===== src/design/ntg_pkg.sv =====
package ntg_pkg;

    // configuration register indexes
    localparam int unsigned CFG_IDX_W = 3;
    localparam logic [CFG_IDX_W-1:0] REG_MODULUS     = 3'd0;
    localparam logic [CFG_IDX_W-1:0] REG_BASE_ROOT   = 3'd1;
    localparam logic [CFG_IDX_W-1:0] REG_MONT_FACTOR = 3'd2;
    localparam logic [CFG_IDX_W-1:0] REG_INVERSE_N   = 3'd3;
    localparam logic [CFG_IDX_W-1:0] REG_Q_INVERSE   = 3'd4;

    localparam logic [14:0] RST_MODULUS     = 15'd3329;
    localparam logic [14:0] RST_BASE_ROOT   = 15'd17;
    localparam logic [14:0] RST_MONT_FACTOR = 15'd1353;
    localparam logic [14:0] RST_INVERSE_N   = 15'd3303;
    localparam logic [31:0] RST_Q_INVERSE   = 32'd1806234369;

    // barrett reciprocal floor(2^30 / q) for the reset modulus
    localparam logic [30:0] RST_MU = 31'((64'd1 << 30) / {49'd0, RST_MODULUS});

    typedef logic [2:0] t_op;
    localparam t_op OP_NOP    = 3'd0;
    localparam t_op OP_MUL_AB = 3'd1;
    localparam t_op OP_MUL_MU = 3'd2;
    localparam t_op OP_MUL_M  = 3'd3;
    localparam t_op OP_RED    = 3'd4;
    localparam t_op OP_CTR    = 3'd5;
    localparam t_op OP_MUL_Q  = 3'd6;
    localparam t_op OP_DONE   = 3'd7;

    typedef logic [1:0] t_opsel;
    localparam t_opsel OPS_ACC_SQ   = 2'd0;
    localparam t_opsel OPS_SQ_SQ    = 2'd1;
    localparam t_opsel OPS_ACC_MF   = 2'd2;
    localparam t_opsel OPS_ACC_INVN = 2'd3;

    typedef logic t_dst;
    localparam t_dst DST_ACC = 1'b0;
    localparam t_dst DST_SQ  = 1'b1;

    typedef logic [1:0] t_jmp;
    localparam t_jmp JMP_NONE     = 2'd0;
    localparam t_jmp JMP_BIT_CLR  = 2'd1;
    localparam t_jmp JMP_LOOP     = 2'd2;
    localparam t_jmp JMP_NO_SCALE = 2'd3;

    typedef logic [4:0] t_pc;

    typedef struct packed {
        t_op    op;
        t_opsel opsel;
        t_dst   dst;
        logic   shift;
        t_jmp   jmp;
        t_pc    target;
    } t_uword;

    typedef struct packed {
        logic exp_bit;
        logic scale;
        logic out_stall;
    } t_stat;

    localparam t_uword UW_NOP = '{op: OP_NOP, opsel: OPS_ACC_SQ, dst: DST_ACC,
                                  shift: 1'b0, jmp: JMP_NONE, target: 5'd0};

    function automatic t_uword uw(t_op op, t_opsel opsel, t_dst dst, logic shift,
                                  t_jmp jmp, t_pc target);
        t_uword w;
        w.op     = op;
        w.opsel  = opsel;
        w.dst    = dst;
        w.shift  = shift;
        w.jmp    = jmp;
        w.target = target;
        return w;
    endfunction

    // microprogram: each modular product is five steps
    // (magnitude product, times mu, times q, subtract and correct, center)
    function automatic t_uword ucode_rom(t_pc pc);
        t_uword w;
        w = UW_NOP;
        unique case (pc)
            // exponent loop: acc *= sq when the bit is set, then sq *= sq
            5'd0:  w = uw(OP_NOP,    OPS_ACC_SQ,   DST_ACC, 1'b0, JMP_BIT_CLR,  5'd6);
            5'd1:  w = uw(OP_MUL_AB, OPS_ACC_SQ,   DST_ACC, 1'b0, JMP_NONE,     5'd0);
            5'd2:  w = uw(OP_MUL_MU, OPS_ACC_SQ,   DST_ACC, 1'b0, JMP_NONE,     5'd0);
            5'd3:  w = uw(OP_MUL_M,  OPS_ACC_SQ,   DST_ACC, 1'b0, JMP_NONE,     5'd0);
            5'd4:  w = uw(OP_RED,    OPS_ACC_SQ,   DST_ACC, 1'b0, JMP_NONE,     5'd0);
            5'd5:  w = uw(OP_CTR,    OPS_ACC_SQ,   DST_ACC, 1'b0, JMP_NONE,     5'd0);
            5'd6:  w = uw(OP_MUL_AB, OPS_SQ_SQ,    DST_SQ,  1'b0, JMP_NONE,     5'd0);
            5'd7:  w = uw(OP_MUL_MU, OPS_SQ_SQ,    DST_SQ,  1'b0, JMP_NONE,     5'd0);
            5'd8:  w = uw(OP_MUL_M,  OPS_SQ_SQ,    DST_SQ,  1'b0, JMP_NONE,     5'd0);
            5'd9:  w = uw(OP_RED,    OPS_SQ_SQ,    DST_SQ,  1'b0, JMP_NONE,     5'd0);
            5'd10: w = uw(OP_CTR,    OPS_SQ_SQ,    DST_SQ,  1'b1, JMP_LOOP,     5'd0);
            // factor step
            5'd11: w = uw(OP_MUL_AB, OPS_ACC_MF,   DST_ACC, 1'b0, JMP_NONE,     5'd0);
            5'd12: w = uw(OP_MUL_MU, OPS_ACC_MF,   DST_ACC, 1'b0, JMP_NONE,     5'd0);
            5'd13: w = uw(OP_MUL_M,  OPS_ACC_MF,   DST_ACC, 1'b0, JMP_NONE,     5'd0);
            5'd14: w = uw(OP_RED,    OPS_ACC_MF,   DST_ACC, 1'b0, JMP_NONE,     5'd0);
            5'd15: w = uw(OP_CTR,    OPS_ACC_MF,   DST_ACC, 1'b0, JMP_NO_SCALE, 5'd26);
            // scale mode: factor again, then inverse n
            5'd16: w = uw(OP_MUL_AB, OPS_ACC_MF,   DST_ACC, 1'b0, JMP_NONE,     5'd0);
            5'd17: w = uw(OP_MUL_MU, OPS_ACC_MF,   DST_ACC, 1'b0, JMP_NONE,     5'd0);
            5'd18: w = uw(OP_MUL_M,  OPS_ACC_MF,   DST_ACC, 1'b0, JMP_NONE,     5'd0);
            5'd19: w = uw(OP_RED,    OPS_ACC_MF,   DST_ACC, 1'b0, JMP_NONE,     5'd0);
            5'd20: w = uw(OP_CTR,    OPS_ACC_MF,   DST_ACC, 1'b0, JMP_NONE,     5'd0);
            5'd21: w = uw(OP_MUL_AB, OPS_ACC_INVN, DST_ACC, 1'b0, JMP_NONE,     5'd0);
            5'd22: w = uw(OP_MUL_MU, OPS_ACC_INVN, DST_ACC, 1'b0, JMP_NONE,     5'd0);
            5'd23: w = uw(OP_MUL_M,  OPS_ACC_INVN, DST_ACC, 1'b0, JMP_NONE,     5'd0);
            5'd24: w = uw(OP_RED,    OPS_ACC_INVN, DST_ACC, 1'b0, JMP_NONE,     5'd0);
            5'd25: w = uw(OP_CTR,    OPS_ACC_INVN, DST_ACC, 1'b0, JMP_NONE,     5'd0);
            // companion product and result
            5'd26: w = uw(OP_MUL_Q,  OPS_ACC_SQ,   DST_ACC, 1'b0, JMP_NONE,     5'd0);
            5'd27: w = uw(OP_DONE,   OPS_ACC_SQ,   DST_ACC, 1'b0, JMP_NONE,     5'd0);
            default: w = UW_NOP;
        endcase
        return w;
    endfunction

endpackage


===== src/design/ntg_recip.sv =====
module ntg_recip (
    input  logic        i_clk,
    input  logic        i_rst_n,
    input  logic        i_start,
    input  logic [14:0] i_modulus,
    output logic        o_busy,
    output logic [30:0] o_mu
);
    import ntg_pkg::*;

    // restoring division of 2^30 by q, one quotient bit per cycle
    logic        r_busy;
    logic [4:0]  r_cnt;
    logic [14:0] r_rem;
    logic [30:0] r_q;
    logic [15:0] rem_sh;
    logic        ge;

    always_comb begin
        rem_sh = {r_rem, r_cnt == 5'd0};
        ge     = rem_sh >= {1'b0, i_modulus};
    end

    always_ff @(posedge i_clk) begin
        if (!i_rst_n) begin
            r_busy <= 1'b0;
            r_cnt  <= '0;
            r_rem  <= '0;
            r_q    <= RST_MU;
        end else if (i_start) begin
            r_busy <= 1'b1;
            r_cnt  <= '0;
            r_rem  <= '0;
            r_q    <= '0;
        end else if (r_busy) begin
            r_rem <= ge ? 15'(rem_sh - {1'b0, i_modulus}) : rem_sh[14:0];
            r_q   <= {r_q[29:0], ge};
            r_cnt <= 5'(r_cnt + 5'd1);
            if (r_cnt == 5'd30) begin
                r_busy <= 1'b0;
            end
        end
    end

    assign o_busy = r_busy;
    assign o_mu   = r_q;

endmodule


===== src/design/ntg_seq.sv =====
module ntg_seq #(
    parameter int EXP_BITS = 8
) (
    input  logic            i_clk,
    input  logic            i_rst_n,
    input  logic            i_start,
    input  ntg_pkg::t_stat  i_stat,
    output ntg_pkg::t_uword o_uword,
    output logic            o_busy
);
    import ntg_pkg::*;

    localparam int CNT_W = $clog2(EXP_BITS + 1);

    logic             r_busy;
    t_pc              r_pc;
    logic [CNT_W-1:0] r_cnt;
    t_uword           uword;
    logic             taken;
    logic             last_bit;

    always_comb begin
        uword    = r_busy ? ucode_rom(r_pc) : UW_NOP;
        last_bit = r_cnt == CNT_W'(EXP_BITS - 1);
        unique case (uword.jmp)
            JMP_NONE:     taken = 1'b0;
            JMP_BIT_CLR:  taken = !i_stat.exp_bit;
            JMP_LOOP:     taken = !last_bit;
            JMP_NO_SCALE: taken = !i_stat.scale;
            default:      taken = 1'b0;
        endcase
    end

    always_ff @(posedge i_clk) begin
        if (!i_rst_n) begin
            r_busy <= 1'b0;
            r_pc   <= '0;
            r_cnt  <= '0;
        end else if (i_start) begin
            r_busy <= 1'b1;
            r_pc   <= '0;
            r_cnt  <= '0;
        end else if (r_busy) begin
            if (uword.op == OP_DONE) begin
                if (!i_stat.out_stall) begin
                    r_busy <= 1'b0;
                end
            end else begin
                r_pc <= taken ? uword.target : t_pc'(r_pc + 5'd1);
                if (uword.shift) begin
                    r_cnt <= CNT_W'(r_cnt + 1'b1);
                end
            end
        end
    end

    assign o_uword = uword;
    assign o_busy  = r_busy;

endmodule


===== src/design/ntg_datapath.sv =====
module ntg_datapath #(
    parameter int EXP_BITS = 8
) (
    input  logic                i_clk,
    input  logic                i_rst_n,
    input  logic                i_start,
    input  logic [EXP_BITS-1:0] i_exponent,
    input  logic                i_scale_mode,
    input  logic [14:0]         i_modulus,
    input  logic [14:0]         i_base_root,
    input  logic [14:0]         i_mont_factor,
    input  logic [14:0]         i_inverse_n,
    input  logic [31:0]         i_q_inverse,
    input  logic [30:0]         i_mu,
    input  ntg_pkg::t_uword     i_uword,
    input  logic                i_out_ready,
    output ntg_pkg::t_stat      o_stat,
    output logic                o_out_valid,
    output logic signed [14:0]  o_twiddle,
    output logic [31:0]         o_twiddle_qinv
);
    import ntg_pkg::*;

    logic signed [15:0]  r_acc;
    logic signed [15:0]  r_sq;
    logic [EXP_BITS-1:0] r_exp;
    logic                r_scale;
    logic [63:0]         r_prod;
    logic [29:0]         r_x;
    logic                r_neg;
    logic [14:0]         r_rem;
    logic                r_out_valid;
    logic signed [14:0]  r_twiddle;
    logic [31:0]         r_twiddle_qinv;

    logic signed [15:0] op_a;
    logic signed [15:0] op_b;
    logic [15:0]        mag_a;
    logic [15:0]        mag_b;
    logic [31:0]        mul_x;
    logic [31:0]        mul_y;
    logic               mul_en;
    logic [63:0]        prod_next;
    logic [30:0]        diff;
    logic [15:0]        d16;
    logic [14:0]        rem_next;
    logic signed [16:0] t_s;
    logic signed [16:0] m_s;
    logic signed [16:0] half_s;
    logic signed [16:0] t1;
    logic signed [16:0] t2;
    logic signed [15:0] ctr_res;
    logic               out_stall;
    logic               done_fire;

    // operand select
    always_comb begin
        unique case (i_uword.opsel)
            OPS_ACC_SQ: begin
                op_a = r_acc;
                op_b = r_sq;
            end
            OPS_SQ_SQ: begin
                op_a = r_sq;
                op_b = r_sq;
            end
            OPS_ACC_MF: begin
                op_a = r_acc;
                op_b = $signed({1'b0, i_mont_factor});
            end
            OPS_ACC_INVN: begin
                op_a = r_acc;
                op_b = $signed({1'b0, i_inverse_n});
            end
            default: begin
                op_a = r_acc;
                op_b = r_sq;
            end
        endcase
        mag_a = op_a[15] ? 16'(-op_a) : op_a;
        mag_b = op_b[15] ? 16'(-op_b) : op_b;
    end

    // the one shared multiplier
    always_comb begin
        mul_en = 1'b1;
        unique case (i_uword.op)
            OP_MUL_AB: begin
                mul_x = {16'd0, mag_a};
                mul_y = {16'd0, mag_b};
            end
            OP_MUL_MU: begin
                mul_x = {2'd0, r_prod[29:0]};
                mul_y = {1'b0, i_mu};
            end
            OP_MUL_M: begin
                mul_x = {2'd0, r_prod[59:30]};
                mul_y = {17'd0, i_modulus};
            end
            OP_MUL_Q: begin
                mul_x = {{16{r_acc[15]}}, r_acc};
                mul_y = i_q_inverse;
            end
            default: begin
                mul_x  = '0;
                mul_y  = '0;
                mul_en = 1'b0;
            end
        endcase
        prod_next = {32'd0, mul_x} * {32'd0, mul_y};
    end

    // barrett remainder: x - qest*q lies in [0, 2q)
    always_comb begin
        diff     = {1'b0, r_x} - r_prod[30:0];
        d16      = diff[15:0];
        rem_next = (d16 >= {1'b0, i_modulus}) ? 15'(d16 - {1'b0, i_modulus}) : d16[14:0];
    end

    // sign of truncating remainder, then centering
    always_comb begin
        t_s     = r_neg ? -$signed({2'b00, r_rem}) : $signed({2'b00, r_rem});
        m_s     = $signed({2'b00, i_modulus});
        half_s  = $signed({3'b000, i_modulus[14:1]});
        t1      = (t_s >= half_s) ? 17'(t_s - m_s) : t_s;
        t2      = (t1 < -half_s) ? 17'(t1 + m_s) : t1;
        ctr_res = (i_modulus == 15'd0) ? 16'sd0 : t2[15:0];
    end

    assign out_stall = r_out_valid && !i_out_ready;
    assign done_fire = (i_uword.op == OP_DONE) && !out_stall;

    always_ff @(posedge i_clk) begin
        if (!i_rst_n) begin
            r_out_valid <= 1'b0;
        end else if (done_fire) begin
            r_out_valid <= 1'b1;
        end else if (i_out_ready) begin
            r_out_valid <= 1'b0;
        end
    end

    always_ff @(posedge i_clk) begin
        if (i_start) begin
            r_acc   <= 16'sd1;
            r_sq    <= $signed({1'b0, i_base_root});
            r_exp   <= i_exponent;
            r_scale <= i_scale_mode;
        end else begin
            if (i_uword.shift) begin
                r_exp <= r_exp >> 1;
            end
            if (i_uword.op == OP_CTR) begin
                if (i_uword.dst == DST_SQ) begin
                    r_sq <= ctr_res;
                end else begin
                    r_acc <= ctr_res;
                end
            end
        end
        if (mul_en) begin
            r_prod <= prod_next;
        end
        if (i_uword.op == OP_MUL_AB) begin
            r_neg <= op_a[15] ^ op_b[15];
        end
        if (i_uword.op == OP_MUL_MU) begin
            r_x <= r_prod[29:0];
        end
        if (i_uword.op == OP_RED) begin
            r_rem <= rem_next;
        end
        if (done_fire) begin
            r_twiddle      <= r_acc[14:0];
            r_twiddle_qinv <= r_prod[31:0];
        end
    end

    assign o_stat.exp_bit   = r_exp[0];
    assign o_stat.scale     = r_scale;
    assign o_stat.out_stall = out_stall;
    assign o_out_valid      = r_out_valid;
    assign o_twiddle        = r_twiddle;
    assign o_twiddle_qinv   = r_twiddle_qinv;

endmodule


===== src/design/ntt_twiddle_generator.sv =====
// ntt twiddle generator: base_root^exponent by square-and-multiply, centered mod q, times factor
//   (in scale mode times factor again and inverse n), and that result also times q inverse
// requests are taken one at a time: the microcoded sequencer (five steps per product) takes
//   no new request until the last result has been handed to the output register
// a modulus write starts a reciprocal division; no request is taken meanwhile
// synchronous active-low reset restores register defaults and the reset-modulus reciprocal
module ntt_twiddle_generator #(
    parameter int EXP_BITS = 8
) (
    input  logic                i_clk,
    input  logic                i_rst_n,
    // request channel
    input  logic                i_in_valid,
    output logic                o_in_ready,
    input  logic [EXP_BITS-1:0] i_exponent,
    input  logic                i_scale_mode,
    // result channel
    output logic                o_out_valid,
    input  logic                i_out_ready,
    output logic signed [14:0]  o_twiddle,
    output logic [31:0]         o_twiddle_qinv,
    // configuration write port
    input  logic                i_cfg_we,
    input  logic [2:0]          i_cfg_idx,
    input  logic [31:0]         i_cfg_data
);
    import ntg_pkg::*;

    // configuration registers
    logic [14:0] r_modulus;
    logic [14:0] r_base_root;
    logic [14:0] r_mont_factor;
    logic [14:0] r_inverse_n;
    logic [31:0] r_q_inverse;

    logic        recip_start;
    logic        recip_busy;
    logic [30:0] mu;
    logic        seq_busy;
    logic        start;
    t_uword      uword;
    t_stat       stat;

    always_ff @(posedge i_clk) begin
        if (!i_rst_n) begin
            r_modulus     <= RST_MODULUS;
            r_base_root   <= RST_BASE_ROOT;
            r_mont_factor <= RST_MONT_FACTOR;
            r_inverse_n   <= RST_INVERSE_N;
            r_q_inverse   <= RST_Q_INVERSE;
        end else if (i_cfg_we) begin
            case (i_cfg_idx)
                REG_MODULUS:     r_modulus     <= i_cfg_data[14:0];
                REG_BASE_ROOT:   r_base_root   <= i_cfg_data[14:0];
                REG_MONT_FACTOR: r_mont_factor <= i_cfg_data[14:0];
                REG_INVERSE_N:   r_inverse_n   <= i_cfg_data[14:0];
                REG_Q_INVERSE:   r_q_inverse   <= i_cfg_data;
                default: ;  // writes past the register list are dropped
            endcase
        end
    end

    // a new modulus needs a fresh barrett reciprocal; the unit reads
    // r_modulus from the cycle after the write on
    assign recip_start = i_cfg_we && (i_cfg_idx == REG_MODULUS);

    // take a request only when the sequencer and the reciprocal unit are both free and no
    // modulus write is under way; a finished result may still be waiting at the output
    assign o_in_ready = !seq_busy && !recip_busy && !recip_start;
    assign start      = i_in_valid && o_in_ready;

    ntg_recip u_recip (
        .i_clk     (i_clk),
        .i_rst_n   (i_rst_n),
        .i_start   (recip_start),
        .i_modulus (r_modulus),
        .o_busy    (recip_busy),
        .o_mu      (mu)
    );

    // step counter, microcode table and jump logic
    ntg_seq #(
        .EXP_BITS (EXP_BITS)
    ) u_seq (
        .i_clk   (i_clk),
        .i_rst_n (i_rst_n),
        .i_start (start),
        .i_stat  (stat),
        .o_uword (uword),
        .o_busy  (seq_busy)
    );

    // operand registers, shared multiplier, reduction and output register
    ntg_datapath #(
        .EXP_BITS (EXP_BITS)
    ) u_dp (
        .i_clk          (i_clk),
        .i_rst_n        (i_rst_n),
        .i_start        (start),
        .i_exponent     (i_exponent),
        .i_scale_mode   (i_scale_mode),
        .i_modulus      (r_modulus),
        .i_base_root    (r_base_root),
        .i_mont_factor  (r_mont_factor),
        .i_inverse_n    (r_inverse_n),
        .i_q_inverse    (r_q_inverse),
        .i_mu           (mu),
        .i_uword        (uword),
        .i_out_ready    (i_out_ready),
        .o_stat         (stat),
        .o_out_valid    (o_out_valid),
        .o_twiddle      (o_twiddle),
        .o_twiddle_qinv (o_twiddle_qinv)
    );

`ifndef ASSERT_OFF
    // an accepted request keeps the port closed on the next cycle
    a_busy_after_accept: assert property (@(posedge i_clk) disable iff (!i_rst_n)
        start |=> !o_in_ready)
        else $error("request accepted while sequencer idle afterwards");

    // a modulus write blocks requests while the reciprocal is rebuilt
    a_recip_blocks: assert property (@(posedge i_clk) disable iff (!i_rst_n)
        recip_start |=> recip_busy && !o_in_ready)
        else $error("reciprocal not rebuilt after modulus write");

    // a new result only appears at the end of a sequencer run
    a_result_from_run: assert property (@(posedge i_clk) disable iff (!i_rst_n)
        $rose(o_out_valid) |-> $past(seq_busy))
        else $error("result without a running request");

    // centered values never reach the most negative code
    a_twiddle_range: assert property (@(posedge i_clk) disable iff (!i_rst_n)
        o_out_valid |-> o_twiddle != 15'sh4000)
        else $error("twiddle outside the centered range");
`endif

endmodule


===== config.mk =====
export PLATFORM = sky130hd
export DESIGN_NAME = ntt_twiddle_generator
export DESIGN_NICKNAME = d
export VERILOG_FILES = /design/src/design/ntg_pkg.sv /design/src/design/ntg_recip.sv /design/src/design/ntg_seq.sv /design/src/design/ntg_datapath.sv /design/src/design/ntt_twiddle_generator.sv
export SDC_FILE = /design/constraint.sdc
export NUM_CORES = 2
export LEC_CHECK = 0
export ABC_AREA = 1
export CAP_MARGIN = 20
export CORE_MARGIN = 2
export CORE_UTILIZATION = 31
export CTS_CLUSTER_SIZE = 14
export DETAILED_ROUTE_END_ITERATION = 10
export DONT_BUFFER_PORTS = 1
export GPL_TIMING_DRIVEN = 0
export SYNTH_ARGS = -nofsm -noshare
export SYNTH_HDL_FRONTEND = slang
export SYNTH_HIERARCHICAL = 1
export SYNTH_SLANG_ARGS = --single-unit

===== constraint.sdc =====
create_clock -name i_clk -period 17.17 [get_ports i_clk]
set_input_delay 5.151 -clock i_clk [delete_from_list [all_inputs] [get_ports i_clk]]
set_output_delay 5.151 -clock i_clk [all_outputs]
set_load 0.02 [all_outputs]

==> results by group <==
Routing
  • Via count: 44809
  • Via density: 5.09
  • DR WL/cell: 22.2 um
  • Initial drt markers: 4285
  • DRT antenna net count: 0
  • Total Wirelength: 196000 um
  • DRT Pass-1 Iters: 6
  • Remaining DRCs: 0

Cells and area
  • Register area: 8560 sq um
  • Non-filler cells in the finished layout: 8809
  • Multi-input logic area: 37400 sq um
  • Share of cells above drive strength 1: 0.0459
  • Commonest non-fill, non-tap cell in the layout: inv_1
  • Filler cell count: 17818
  • Final nets: 7865
  • Most frequent cells in the layout: inv_1, nand2_1, fa_1, nor2_1, ha_1
  • Syn-to-layout area delta: 8.31%

Clocking
  • Root Buffer: clkbuf_16
  • Max clock buf depth: 3
  • Post-CTS resize count: 0
  • TritonCTS Buffers: 40
  • Setup bufs post-CTS: 0
  • CTS tree: built
  • Clk_lat worst skew: 0.60 ns
  • CTS Hold Bufs: 0
  • Clock net sink count: 346
  • Worst-path clk slew: 0.06 ns
  • CTS H-tree depth: 2

Placement
  • Placed Cells: 8732
  • Detailed Place HPWL: 165000 um
  • IO buf count: 0
  • Final GP Congestion: 1.03

Global routing
  • Pin count of the biggest net entering global routing: 61
  • GRT Total Usage: 0.225
  • Initial antenna violation count: 20
  • Vias in the first global route: 45035
  • Grt ovf: 0
  • First-pass GRT wire length: 289000 um

Floorplanning
  • Io pins: 98
  • # rows: 150
  • Die Ht: 415 um
  • DIE AREA: 172000 sq um
  • Starting Density: 0.313
  • Die X-Extent: 415 um
  • CORE AREA: 168000 sq um

Setup path
  • CP startpoint kind: flip-flop
  • Max incr delay on CP: 0.93 ns
  • RR Endpoint: u_dp/r_prod[53]
  • Arrival @ worst endpoint: 13.65 ns
  • Worst-path cell with the longest stage delay: nor2_1
  • Worst reg2reg setup slack: 3.84 ns
  • CP required: 17.49 ns
  • Kind of critical path: flip-flop to flip-flop
  • Worst R2R Start: u_seq/o_busy
  • Crit. End Element: flip-flop
  • Reg2Reg Depth: 41
  • Crit Path Max Fanout: 25
  • CP Launch Point: u_seq/o_busy

Logic synthesis
  • Syn Std Cell Area: 52400 sq um
  • Syn nets: 7806
  • Avg Cell Area, Syn: 8.05 sq um
  • Warnings from Yosys: 6
  • Cells after synthesis: 6512

Timing
  • Slew at the pin closest to its max-slew limit: 1.47 ns
  • Setup TNS: 0 ns
  • Final hold violations: 0
  • Min Tclk post-route: 13.33 ns
  • Final setup violation count: 0
  • RSZ-0062 raised after global routing: false
  • Final period utilization: 0.776
  • Max frequency: 75.0 MHz
  • Slew headroom: 0.0167
  • Final Max Tran Viols: 0
  • Clock Skew: 0.0373 ns

Job
  • Maxcap violations: 0

Hold path
  • HP Start: r_inverse_n[1]
  • Worst Hold Depth: 2
  • Hold EP: r_inverse_n[1]
  • Hold WC Path Type: flip-flop to flip-flop

Pwr
  • Power density over the cells: 40.0 nW/um^2
  • IR drop worst, VDD: 0.0726 mV
  • Leakage: 0.0265 uW

Status
  • Status: finished clean
[how the worst max path moves through the flow]
stage / to / slack (ns)
3_3_place_gp: u_dp/r_prod[53] / 4.07
6_report: u_dp/r_prod[53] / 3.84
2_1_floorplan: o_in_ready / 6.23
4_1_cts: u_dp/r_prod[57] / 4.09
5_1_grt: u_dp/r_prod[53] / 3.48
3_5_place_dp: u_dp/r_prod[53] / 4.13
[sequential cells by signal, indices dropped and copies added, names as in the netlist, 4 cells and up, named ones only]
register and flops:
r_base_root 15, r_inverse_n 15, r_modulus 15, r_mont_factor 15
r_q_inverse 32, u_dp/o_twiddle 15, u_dp/o_twiddle_qinv 32, u_dp/r_acc 16
u_dp/r_exp 8, u_dp/r_prod 60, u_dp/r_rem 15, u_dp/r_sq 16
u_dp/r_x 16, u_recip/o_mu 31, u_recip/r_cnt 5, u_recip/r_rem 15
u_seq/r_cnt 4, u_seq/r_pc 5
[layout make-up]
| class | instances | share of cell area |
|---|---|---|
| Clock inverter | 22 | 0.00524 |
| Inverter | 1454 | 0.0961 |
| Buffer | 235 | 0.0180 |
| Antenna cell | 2 | 0.0000881 |
| Multi-Input combinational cell | 4477 | 0.659 |
| Timing Repair Buffer | 17 | 0.00302 |
| Sequential cell | 346 | 0.151 |
| Tap cell | 2204 | 0.0486 |
| Clock buffer | 52 | 0.0191 |
[per-layer routing]
metal	vias to the layer above	track usage	share of wire
met5	-	0	0.000066
met1	22369	0.286	0.39
met2	2100	0.360	0.45
met3	528	0.0457	0.092
met4	2	0.118	0.063
li1	19810	-	-
[critical path: cells and delay by family, from the launching register on]
kind | cells | cell delay [ns]
and+or+nand+nor | 13 | 2.73
AOI/OAI and AO/OA | 4 | 1.19
adders and majority gates | 9 | 4.44
DFF | 1 | 0.54
buffers and inverters | 15 | 4.10
[through the flow]
step | instance area [sq um] | utilization | hold slack [ns] | total power (uW) | worst slack [ns]
detailed placement | 55400 | 0.331 | 0.445 | 1370 | 4.13
global route | 56800 | 0.339 | 0.490 | 2350 | 3.48
floorplan | 52400 | - | 0.408 | 1210 | 6.23
CTS | 56800 | 0.339 | 0.462 | 2280 | 4.09
finish | 56800 | 0.339 | 0.461 | 2270 | 3.84
global placement | 55200 | 0.329 | 0.433 | 1360 | 4.07
[power breakdown]
part | switching, uW | total (uW) | internal, uW | leakage (uW)
logic | 314 | 437 | 123 | 0.0229
registers | 26.6 | 926 | 899 | 0.00299
clock network | 388 | 907 | 519 | 0.000656
total | 729 | 2270 | 1540 | 0.0265
Power figures use the tool's default switching activity.
